[src/hdl/sync_length_checksum_deframer_defines.svh]
// Assertion helpers shared by the deframer modules
`ifndef SYNC_LENGTH_CHECKSUM_DEFRAMER_DEFINES_SVH
`define SYNC_LENGTH_CHECKSUM_DEFRAMER_DEFINES_SVH

// Same-cycle implication, off during reset
`define SLD_ASSERT_IMP(lbl, clk_s, rst_n, ante, cons, msg) \
	lbl: assert property (@(posedge clk_s) disable iff (!rst_n) (ante) |-> (cons)) \
		else $error(msg);

// Next-cycle implication, off during reset
`define SLD_ASSERT_NXT(lbl, clk_s, rst_n, ante, cons, msg) \
	lbl: assert property (@(posedge clk_s) disable iff (!rst_n) (ante) |=> (cons)) \
		else $error(msg);

`endif

[src/hdl/sld_pkg.sv]
`timescale 1ns / 1ps

package sld_pkg;

	// Default longest payload
	localparam int unsigned SLD_MAX_PAYLOAD = 170;

	localparam logic [7:0] SYNC_BYTE = 8'hAA;

	typedef enum logic [2:0] {
		PH_HUNT1   = 3'd0,
		PH_HUNT2   = 3'd1,
		PH_LEN     = 3'd2,
		PH_PAYLOAD = 3'd3,
		PH_CSUM    = 3'd4
	} phase_t;

	typedef enum logic [1:0] {
		KIND_PAYLOAD  = 2'd0,
		KIND_GOOD     = 2'd1,
		KIND_CSUM_ERR = 2'd2,
		KIND_LEN_ERR  = 2'd3
	} kind_t;

	// One result item
	typedef struct packed {
		kind_t       kind;
		logic [7:0]  payload_byte;
		logic [7:0]  byte_index;
		logic [7:0]  frame_length;
		logic        last;
		logic [15:0] good_frames;
		logic [15:0] checksum_errors;
		logic [15:0] length_errors;
	} res_t;

endpackage

[src/hdl/sld_in_if.sv]
`timescale 1ns / 1ps

// Received byte channel
interface sld_in_if ();
	logic       valid;
	logic       ready;
	logic [7:0] rx_byte;
	logic       clear;

	modport source (output valid, output rx_byte, output clear, input ready);
	modport sink (input valid, input rx_byte, input clear, output ready);
endinterface

[src/hdl/sld_out_if.sv]
`timescale 1ns / 1ps

// Result channel
interface sld_out_if import sld_pkg::*; ();
	logic        valid;
	logic        ready;
	kind_t       kind;
	logic [7:0]  payload_byte;
	logic [7:0]  byte_index;
	logic [7:0]  frame_length;
	logic        last;
	logic [15:0] good_frames;
	logic [15:0] checksum_errors;
	logic [15:0] length_errors;

	modport source (
		output valid, output kind, output payload_byte, output byte_index,
		output frame_length, output last, output good_frames,
		output checksum_errors, output length_errors, input ready
	);
	modport sink (
		input valid, input kind, input payload_byte, input byte_index,
		input frame_length, input last, input good_frames,
		input checksum_errors, input length_errors, output ready
	);
endinterface

[src/hdl/sync_length_checksum_deframer.sv]
// A result is registered, so it is valid in the cycle after its byte transfer.
// Throughput: one byte per cycle; a byte is taken whenever the result register
// is empty or its result is taken in the same cycle.
// Reset: arst_n clears phase, length, position, sum and counters, empties the
// result register and sets checksum checking on.
`timescale 1ns / 1ps

module sync_length_checksum_deframer import sld_pkg::*; #(
	parameter int unsigned MAX_PAYLOAD = SLD_MAX_PAYLOAD
) (
	input  logic             clk,
	input  logic             arst_n,
	input  logic             cfg_we,
	input  logic             cfg_wdata,
	sld_in_if.sink           rx,
	sld_out_if.source        tx
);

	logic accept;
	logic can_load;
	logic res_valid;
	res_t res;
	res_t res_out;

	assign rx.ready = can_load;
	assign accept   = rx.valid && can_load;

	sld_fsm #(
		.MAX_PAYLOAD(MAX_PAYLOAD)
	) u_fsm (
		.clk       (clk),
		.arst_n    (arst_n),
		.cfg_we    (cfg_we),
		.cfg_wdata (cfg_wdata),
		.accept    (accept),
		.rx_byte   (rx.rx_byte),
		.clear     (rx.clear),
		.res_valid (res_valid),
		.res       (res)
	);

	sld_out_reg u_out (
		.clk       (clk),
		.arst_n    (arst_n),
		.load      (res_valid),
		.res_in    (res),
		.ready_out (tx.ready),
		.valid_out (tx.valid),
		.res_out   (res_out),
		.can_load  (can_load)
	);

	// Result fields onto the channel
	assign tx.kind            = res_out.kind;
	assign tx.payload_byte    = res_out.payload_byte;
	assign tx.byte_index      = res_out.byte_index;
	assign tx.frame_length    = res_out.frame_length;
	assign tx.last            = res_out.last;
	assign tx.good_frames     = res_out.good_frames;
	assign tx.checksum_errors = res_out.checksum_errors;
	assign tx.length_errors   = res_out.length_errors;

endmodule

[src/hdl/sld_fsm.sv]
`timescale 1ns / 1ps
`include "sync_length_checksum_deframer_defines.svh"

// Frame parser: phase, length, position, sum and event counters
module sld_fsm import sld_pkg::*; #(
	parameter int unsigned MAX_PAYLOAD = SLD_MAX_PAYLOAD
) (
	input  logic       clk,
	input  logic       arst_n,
	input  logic       cfg_we,
	input  logic       cfg_wdata,
	input  logic       accept,
	input  logic [7:0] rx_byte,
	input  logic       clear,
	output logic       res_valid,
	output res_t       res
);

	localparam logic [7:0] MaxLen = 8'(MAX_PAYLOAD);

	phase_t      phase_q, phase_d;
	logic [7:0]  len_q, len_d;
	logic [7:0]  pos_q, pos_d;
	logic [7:0]  sum_q, sum_d;
	logic [15:0] good_q, good_d;
	logic [15:0] csum_q, csum_d;
	logic [15:0] lerr_q, lerr_d;
	logic        verify_q;
	logic [7:0]  pos_inc;

	// Checksum check enable
	always_ff @(posedge clk or negedge arst_n) begin
		if (!arst_n) begin
			verify_q <= 1'b1;
		end else if (cfg_we) begin
			verify_q <= cfg_wdata;
		end
	end

	// State registers
	always_ff @(posedge clk or negedge arst_n) begin
		if (!arst_n) begin
			phase_q <= PH_HUNT1;
			len_q   <= '0;
			pos_q   <= '0;
			sum_q   <= '0;
			good_q  <= '0;
			csum_q  <= '0;
			lerr_q  <= '0;
		end else begin
			phase_q <= phase_d;
			len_q   <= len_d;
			pos_q   <= pos_d;
			sum_q   <= sum_d;
			good_q  <= good_d;
			csum_q  <= csum_d;
			lerr_q  <= lerr_d;
		end
	end

	assign pos_inc = pos_q + 8'd1;

	// Next state and result
	always_comb begin
		phase_d   = phase_q;
		len_d     = len_q;
		pos_d     = pos_q;
		sum_d     = sum_q;
		good_d    = good_q;
		csum_d    = csum_q;
		lerr_d    = lerr_q;
		res_valid = 1'b0;
		res       = '0;
		if (accept) begin
			if (clear) begin
				phase_d = PH_HUNT1;
				len_d   = '0;
				pos_d   = '0;
				sum_d   = '0;
			end else begin
				unique case (phase_q)
					PH_HUNT2: begin
						phase_d = (rx_byte == SYNC_BYTE) ? PH_LEN : PH_HUNT1;
					end
					PH_LEN: begin
						if (rx_byte == 8'd0 || rx_byte > MaxLen) begin
							lerr_d    = (lerr_q == '1) ? lerr_q : lerr_q + 16'd1;
							phase_d   = PH_HUNT1;
							res_valid = 1'b1;
							res.kind  = KIND_LEN_ERR;
							res.last  = 1'b1;
						end else begin
							len_d   = rx_byte;
							pos_d   = '0;
							sum_d   = '0;
							phase_d = PH_PAYLOAD;
						end
					end
					PH_PAYLOAD: begin
						sum_d              = sum_q + rx_byte;
						pos_d              = pos_inc;
						phase_d            = (pos_inc >= len_q) ? PH_CSUM : PH_PAYLOAD;
						res_valid          = 1'b1;
						res.kind           = KIND_PAYLOAD;
						res.payload_byte   = rx_byte;
						res.byte_index     = pos_q;
						res.frame_length   = len_q;
					end
					PH_CSUM: begin
						phase_d          = PH_HUNT1;
						res_valid        = 1'b1;
						res.frame_length = len_q;
						res.last         = 1'b1;
						if (verify_q && (~sum_q != rx_byte)) begin
							csum_d   = (csum_q == '1) ? csum_q : csum_q + 16'd1;
							res.kind = KIND_CSUM_ERR;
						end else begin
							good_d   = (good_q == '1) ? good_q : good_q + 16'd1;
							res.kind = KIND_GOOD;
						end
					end
					default: begin
						// first sync hunt, unused codes too
						phase_d = (rx_byte == SYNC_BYTE) ? PH_HUNT2 : PH_HUNT1;
					end
				endcase
			end
		end
		// counters after this result
		res.good_frames     = good_d;
		res.checksum_errors = csum_d;
		res.length_errors   = lerr_d;
	end

	`SLD_ASSERT_IMP(a_res_needs_xfer, clk, arst_n, res_valid, accept, "result without transfer")
	`SLD_ASSERT_IMP(a_last_kind, clk, arst_n, res_valid, res.last == (res.kind != KIND_PAYLOAD), "last flag mismatch")
	`SLD_ASSERT_IMP(a_pos_in_frame, clk, arst_n, phase_q == PH_PAYLOAD, pos_q < len_q, "payload position past length")
	`SLD_ASSERT_NXT(a_good_mono, clk, arst_n, 1'b1, good_q >= $past(good_q), "good counter went down")

endmodule

[src/hdl/sld_out_reg.sv]
`timescale 1ns / 1ps
`include "sync_length_checksum_deframer_defines.svh"

// Result register between parser and output channel
module sld_out_reg import sld_pkg::*; (
	input  logic clk,
	input  logic arst_n,
	input  logic load,
	input  res_t res_in,
	input  logic ready_out,
	output logic valid_out,
	output res_t res_out,
	output logic can_load
);

	logic valid_q;
	res_t res_q;

	// room when empty or being drained this cycle
	assign can_load  = !valid_q || ready_out;
	assign valid_out = valid_q;
	assign res_out   = res_q;

	always_ff @(posedge clk or negedge arst_n) begin
		if (!arst_n) begin
			valid_q <= 1'b0;
		end else if (can_load) begin
			valid_q <= load;
		end
	end

	always_ff @(posedge clk) begin
		if (load && can_load) begin
			res_q <= res_in;
		end
	end

	`SLD_ASSERT_IMP(a_no_overwrite, clk, arst_n, load, can_load, "result register overwritten")
	`SLD_ASSERT_NXT(a_hold_stall, clk, arst_n, valid_q && !ready_out, valid_q && res_q == $past(res_q), "stalled result lost")

endmodule
[src/flat_wrapper.sv]
// flat-port wrapper written by rule: the top's interface ports become plain ports
module sync_length_checksum_deframer_flat import sld_pkg::*;
#(
	parameter int unsigned MAX_PAYLOAD = SLD_MAX_PAYLOAD
)
  (clk, arst_n, cfg_we, cfg_wdata, rx_valid, rx_rx_byte, rx_clear, rx_ready, tx_valid, tx_kind, tx_payload_byte, tx_byte_index, tx_frame_length, tx_last, tx_good_frames, tx_checksum_errors, tx_length_errors, tx_ready);
  sld_in_if rx_i ();
  sld_out_if tx_i ();
  input  logic clk;
  input  logic arst_n;
  input  logic cfg_we;
  input  logic cfg_wdata;
  input wire logic [$bits(rx_i.valid)-1:0] rx_valid;
  input wire logic [$bits(rx_i.rx_byte)-1:0] rx_rx_byte;
  input wire logic [$bits(rx_i.clear)-1:0] rx_clear;
  output wire logic [$bits(rx_i.ready)-1:0] rx_ready;
  output wire logic [$bits(tx_i.valid)-1:0] tx_valid;
  output wire logic [$bits(tx_i.kind)-1:0] tx_kind;
  output wire logic [$bits(tx_i.payload_byte)-1:0] tx_payload_byte;
  output wire logic [$bits(tx_i.byte_index)-1:0] tx_byte_index;
  output wire logic [$bits(tx_i.frame_length)-1:0] tx_frame_length;
  output wire logic [$bits(tx_i.last)-1:0] tx_last;
  output wire logic [$bits(tx_i.good_frames)-1:0] tx_good_frames;
  output wire logic [$bits(tx_i.checksum_errors)-1:0] tx_checksum_errors;
  output wire logic [$bits(tx_i.length_errors)-1:0] tx_length_errors;
  input wire logic [$bits(tx_i.ready)-1:0] tx_ready;
  assign rx_i.valid = rx_valid;
  assign rx_i.rx_byte = rx_rx_byte;
  assign rx_i.clear = rx_clear;
  assign rx_ready = rx_i.ready;
  assign tx_valid = tx_i.valid;
  assign tx_kind = tx_i.kind;
  assign tx_payload_byte = tx_i.payload_byte;
  assign tx_byte_index = tx_i.byte_index;
  assign tx_frame_length = tx_i.frame_length;
  assign tx_last = tx_i.last;
  assign tx_good_frames = tx_i.good_frames;
  assign tx_checksum_errors = tx_i.checksum_errors;
  assign tx_length_errors = tx_i.length_errors;
  assign tx_i.ready = tx_ready;
  sync_length_checksum_deframer #(.MAX_PAYLOAD(MAX_PAYLOAD)) u_core (.clk(clk), .arst_n(arst_n), .cfg_we(cfg_we), .cfg_wdata(cfg_wdata), .rx(rx_i), .tx(tx_i));
endmodule
[config.mk]
export PLATFORM = sky130hd
export DESIGN_NAME = sync_length_checksum_deframer_flat
export DESIGN_NICKNAME = d
export VERILOG_FILES = /design/src/hdl/sld_pkg.sv /design/src/hdl/sld_in_if.sv /design/src/hdl/sld_out_if.sv /design/src/hdl/sync_length_checksum_deframer.sv /design/src/hdl/sld_fsm.sv /design/src/hdl/sld_out_reg.sv /design/src/flat_wrapper.sv
export VERILOG_INCLUDE_DIRS = /design/src /design/src/hdl
export SDC_FILE = /design/constraint.sdc
export NUM_CORES = 1
export LEC_CHECK = 0
export BUFFER_PORTS_ARGS = -buffer_cell sky130_fd_sc_hd__clkbuf_2
export CORE_ASPECT_RATIO = 1.25
export CORE_MARGIN = 2
export CORE_UTILIZATION = 50
export DETAILED_ROUTE_END_ITERATION = 10
export PLACE_DENSITY = 0.71
export SLEW_MARGIN = 40
export SYNTH_ARGS = -nofsm -noshare
export SYNTH_HDL_FRONTEND = slang
export SYNTH_SLANG_ARGS = --single-unit
[constraint.sdc]
create_clock -name clk -period 5.7 [get_ports clk]
set_input_delay 0.285 -clock clk [delete_from_list [all_inputs] [get_ports clk]]
set_output_delay 0.285 -clock clk [all_outputs]
set_load 0.02 [all_outputs]
Yosys cells after proc, flatten, opt, wreduce, memory -nomap -nowiden --
Cells that the tools add are included.
Storage, ports and cells: logic and storage cells 91, output and inout bits 77, flip-flop bits (word level) 152, input port bits 15
Cells by class: reduce and logical (&&, ||, !) cells 15, multiplexer cells 37, eq/ne operators 11, order comparisons 2, add/subtract/negate cells 5, bitwise operators 4
Operators with widths (number):
- $mux 16 | 15
- $add 16x1->16 const B | 3
- $eq 16x16->1 const B | 3
- $mux 8 | 6
- $pmux 8 s2 | 2
- $pmux 3 s4 | 1
- $add 8x1->8 const B | 1
- $add 8x8->8 | 1
- $eq 8x8->1 const B | 1
- $ge 8x8->1 | 1
- $gt 8x8->1 const B | 1
- $logic_not 8->1 | 1
- $mux 2 | 4
- $ne 8x8->1 | 1
- $not 8->8 | 1
- $eq 3x2->1 const B | 2
- $mux 3 | 2
- $reduce_and 3->1 | 2
- $reduce_or 3->1 | 2
- $mux 1 | 4
- $pmux 1 s2 | 2
- $pmux 2 s2 | 1
- $reduce_or 2->1 | 2
- $eq 3x1->1 const B | 1
- 9 further kinds | 14

Longest topological paths before layout --
depth in word-level cells 7, mapped depth 9, mapped depth without buffers 9

Modules after synthesis --
A second synthesis with hierarchy kept.
Second synthesis, totals: cell total of the unflattened synthesis 542, area, all modules 6930.4 um2
Modules (own cells, without submodules):
- sld_fsm | instances 1, area each 4618.2 um2, cells each 462
- sld_out_reg | instances 1, area each 2306.0 um2, cells each 79
- sync_length_checksum_deframer | instances 1, area each 6.3 um2, cells each 1

Least setup slack after synthesis --
OpenSTA, ideal clock, no wires.
path kind input to register, start input port rx_rx_byte[0], end register u_core.u_out.res_q (netlist bit u_core.u_out.res_out[0]), enable pin, setup time 951 ps, path slack 1472 ps, buffers on the path 0, cell stages on the path 4, arrival time 3278 ps, required time 4749 ps, cells stage by stage or4_4 > and3_4 > o31ai_2 > nand3_1
Between the ends: longest elaborated chain between the ends 7
RTL lines:
- start: declaration | RTL line flat_wrapper.sv:14 | input wire logic [$bits(rx_i.rx_byte)-1:0] rx_rx_byte;
- $gt 8x8->1 / $logic_not 8->1 (equally long branches) | RTL line sld_fsm.sv:86 | if (rx_byte == 8'd0 || rx_byte > MaxLen) begin
- $logic_or 1x1->1 * | RTL line sld_fsm.sv:86
- $mux 1 * | RTL line sld_fsm.sv:86
- $pmux 1 s2 * | RTL line sld_fsm.sv:81 | unique case (phase_q)
- $mux 1 * | RTL line sld_fsm.sv:75 | if (clear) begin
- $mux 1 * | RTL line sld_fsm.sv:74 | if (accept) begin
- $logic_and 1x1->1 * | RTL line sld_out_reg.sv:33 | if (load && can_load) begin
- end signal: assignment | RTL line sld_out_reg.sv:34 | res_q <= res_in;
- end: declaration | RTL line sld_out_reg.sv:17 | res_t res_q;
Mark *: on every way between the ends. The rest lies on a longest branch, timed or not. A chain may end at the register's enable or synchronous reset.

==> results.json <==
{
  "grt_pass1_vias": 4471,
  "synthXorXnorAreaFrac_pct": 5.70,
  "core_area_um2": 13200,
  "timing.fmax_mhz": 310,
  "status": "completed",
  "setup.worst_path.start_class": "flip-flop",
  "clkLatencyLatePin_ns": 0.41,
  "synthSimpleGateAreaFrac_pct": 16.7,
  "post_dp_cell_area_um2": 7450,
  "clockBufferDepth": 2,
  "postCtsSetupBuffers": 0,
  "dieArea_um2": 14500,
  "setup_ws_ns": 2.48,
  "synth_edf_count": 75,
  "vias_per_cell": 5.62,
  "ys_top_cells_by_area": "edfxtp_1 33%, dfrtp_1 28%, ha_1 3.5%, xnor2_1 3.0%, xor2_1 2.7%",
  "synth_seq_cells": 152,
  "synth.avg_cell_area_um2": 12.8,
  "grt_overflow": 0,
  "cts_resized": 0,
  "synth_most_common_cell": "dfrtp_1",
  "vias": 4567,
  "synthFlopType": "dfrtp_1",
  "path_cells": "ha_1 -> nand3_1 -> o31ai_1 -> nand2b_1 -> nor4_1 -> mux2_2",
  "synth_top_cell_by_area": "edfxtp_1",
  "die-width_um": 108,
  "synth_compound_area_share_pct": 6.29,
  "hold_buffers": 1,
  "synth.area.mux_share_pct": 3.75,
  "combPwrFrac_pct": 2.6,
  "fillerInstances": 1009,
  "p_per_area_nw_per_um2": 287,
  "pin_count": 92,
  "post-route-min-period_ns": 3.22,
  "power_mw": 2.31,
  "fp-row-count": 47,
  "diodes": 0,
  "synth_top_area_share_pct": 33.3,
  "rsz0062_at_grt": "no",
  "leakagePower_nw": 3.55,
  "firstDrtPassIters": 7,
  "htreeDepth": 4,
  "cts_sinks": 152,
  "crit_buf_inv": 0,
  "endpoint_kind": "flip-flop",
  "finClkSkew_ns": 0.0110,
  "ir_worst_vdd_mv": 0.147,
  "drv_cap": 0,
  "place.gp.congestion": 0.879,
  "route.detailed.drc": 0,
  "p_clk_share_pct": 47.3,
  "drv_slew": 0,
  "clkTransAtPathRegs_ns": 0.06,
  "p_int_mw": 1.81,
  "track_usage_pct": 20.9,
  "setup_viol": 0,
  "worst_slew_pin_slew_ns": 0.848,
  "synth_top_family_by_area": "simple AND/OR/NAND/NOR gates",
  "yosysUniqueCellTypes": 56,
  "power_switching_mw": 0.505,
  "die_h_um": 134,
  "synth_fa_ha_area_share_pct": 3.81,
  "synth_nets": 564,
  "grt_max_degree": 78,
  "cp_max_fo": 16,
  "worst_slew_margin_rel_pct": 42.9,
  "antenna_found_initial": 0,
  "crit_type": "flip-flop to flip-flop",
  "place_ws_ns": 2.46,
  "wirelength_mm": 14.1,
  "hold_path.class": "input port to flip-flop",
  "slowest_delay_ns": 0.66,
  "start_util_pct": 51.1,
  "drt-initial-drc-count": 320,
  "yosysSeqAreaShare_pct": 61.8,
  "area_growth_pct": 19.3,
  "design_area_um2": 8070,
  "period_share_pct": 56.5,
  "synth_area_um2": 6770,
  "cts_tree": "done",
  "postRouteAntennaNets": 0,
  "hpwlAfterDp_mm": 9.94,
  "cp.required_ns": 5.86,
  "synthCells": 529,
  "drive_gt1_share_pct": 23.1,
  "numCtsBuffers": 17,
  "ys_warn_count": 0,
  "pwr-share-seq_pct": 50.1,
  "cpLargestDelayFamily": "simple AND/OR/NAND/NOR gates",
  "synthArstFlopShare_pct": 50.7,
  "port_buffers": 91,
  "post_drt_wl_per_cell_um": 17.3,
  "worst_ep_arrival_time_ns": 3.38,
  "clockRootBuffer": "clkbuf_16",
  "cpMaxStageDelayCell": "o31ai_1",
  "setup-tns-final_ns": 0,
  "hold_viol_final": 0,
  "swShare_pct": 21.8,
  "grt_pass1_wl_mm": 23.1,
  "ys_top_cells_by_count": "76 x dfrtp_1, 75 x edfxtp_1, 33 x nand2_1, 28 x nand3_1, 27 x and2_1",
  "fin_nets": 664
}
-- cell type report --
type | count | area, um^2 | share of cell area, %
Clock inverter | 14 | 135 | 1.67
Multi-Input combinational cell | 342 | 2460 | 30.5
Sequential cell | 152 | 4180 | 51.8
Inverter | 20 | 75.1 | 0.930
Timing Repair Buffer | 96 | 554 | 6.87
Tap cell | 171 | 214 | 2.65
Clock buffer | 18 | 450 | 5.58
-- worst register-to-register path: stages, from the launching register on --
cell	delay [ns]
dfrtp_1	0.38
ha_1	0.38
nand3_1	0.15
o31ai_1	0.66
nand2b_1	0.52
nor4_1	0.49
mux2_2	0.39
-- path summary, 6_finish.rpt --
path | start | to | cells after the start | slack (ns)
min in group asynchronous | arst_n | u_core.u_fsm.pos_q[1]$_DFFE_PN0P_ | 2 | 0.28
max in group asynchronous | arst_n | u_core.u_fsm.verify_q$_DFFE_PN1P_ | 3 | 4.82
max reg2reg | u_core.u_fsm.sum_q[2]$_DFFE_PN0P_ | u_core.u_out.res_out[45]$_DFFE_PP_ | 6 | 2.48
min reg2reg | u_core.u_fsm.good_q[9]$_DFF_PN0_ | u_core.u_fsm.good_q[9]$_DFF_PN0_ | 1 | 0.49
min | cfg_wdata | u_core.u_fsm.verify_q$_DFFE_PN1P_ | 2 | 0.10
max | u_core.u_fsm.sum_q[2]$_DFFE_PN0P_ | u_core.u_out.res_out[45]$_DFFE_PP_ | 6 | 2.48
-- power groups by stage --
| stage | combinational (mW) | sequential (mW) | clock, mW |
|---|---|---|---|
| floorplan | 0.0294 | 1.18 | 0 |
| global placement | 0.0559 | 1.18 | 0 |
| detailed placement | 0.0580 | 1.18 | 0 |
| CTS | 0.0590 | 1.16 | 1.11 |
| global route | 0.0681 | 1.16 | 1.16 |
| finish | 0.0605 | 1.16 | 1.09 |
-- metal layers --
metal	track usage [%]	wire length (um)	part of all wire [%]	vias to the layer above
li1	-	-	-	2165
met1	28.1	6020	43	2220
met2	33.3	7030	50	155
met3	4.81	751	5.3	27
met4	7.48	297	2.1	0
met5	0	0	0	-
-- flip-flops by register name (all words and copies together) (netlist names) --
| name | cells |
|---|---|
| u_core.u_out.res_out | 75 |
| u_core.u_fsm.csum_q | 16 |
| u_core.u_fsm.good_q | 16 |
| u_core.u_fsm.lerr_q | 16 |
| u_core.u_fsm.len_q | 8 |
| u_core.u_fsm.pos_q | 8 |
| u_core.u_fsm.sum_q | 8 |
| u_core.u_fsm.phase_q | 3 |
| u_core.u_fsm.verify_q | 1 |
| u_core.u_out.valid_out | 1 |
-- kinds of logic after synthesis --
family | after synthesis
muxes | 23
buffers and inverters | 35
and+or+nand+nor | 200
AOI/OAI and AO/OA | 55
DFF | 152
adders and majority gates | 20
xor gates and xnor gates | 44
-- cells in the final DEF (no fill, tap or decap), drive strengths merged, types with 8 or more instances in the layout --
| cell | instances |
|---|---|
| a21oi | 10 |
| a32o | 8 |
| and2 | 27 |
| and3 | 11 |
| clkbuf | 108 |
| dfrtp | 76 |
| edfxtp | 75 |
| ha | 19 |
| inv | 27 |
| mux2 | 19 |
| nand2 | 33 |
| nand3 | 28 |
| nand4 | 18 |
| nor2 | 22 |
| nor3 | 18 |
| nor4 | 10 |
| xnor2 | 23 |
| xor2 | 21 |
-- metrics by stage --
stage / hold slack, ns / util [%] / cells
global route: 0.109 / 61.0 / 813
finish: 0.104 / 61.0 / 813
CTS: 0.0976 / 60.8 / 812
detailed placement: 0.379 / 56.3 / 779
floorplan: -0.0106 / - / 529
global placement: 0.471 / 55.9 / 777
Power figures use the tool's default switching activity.
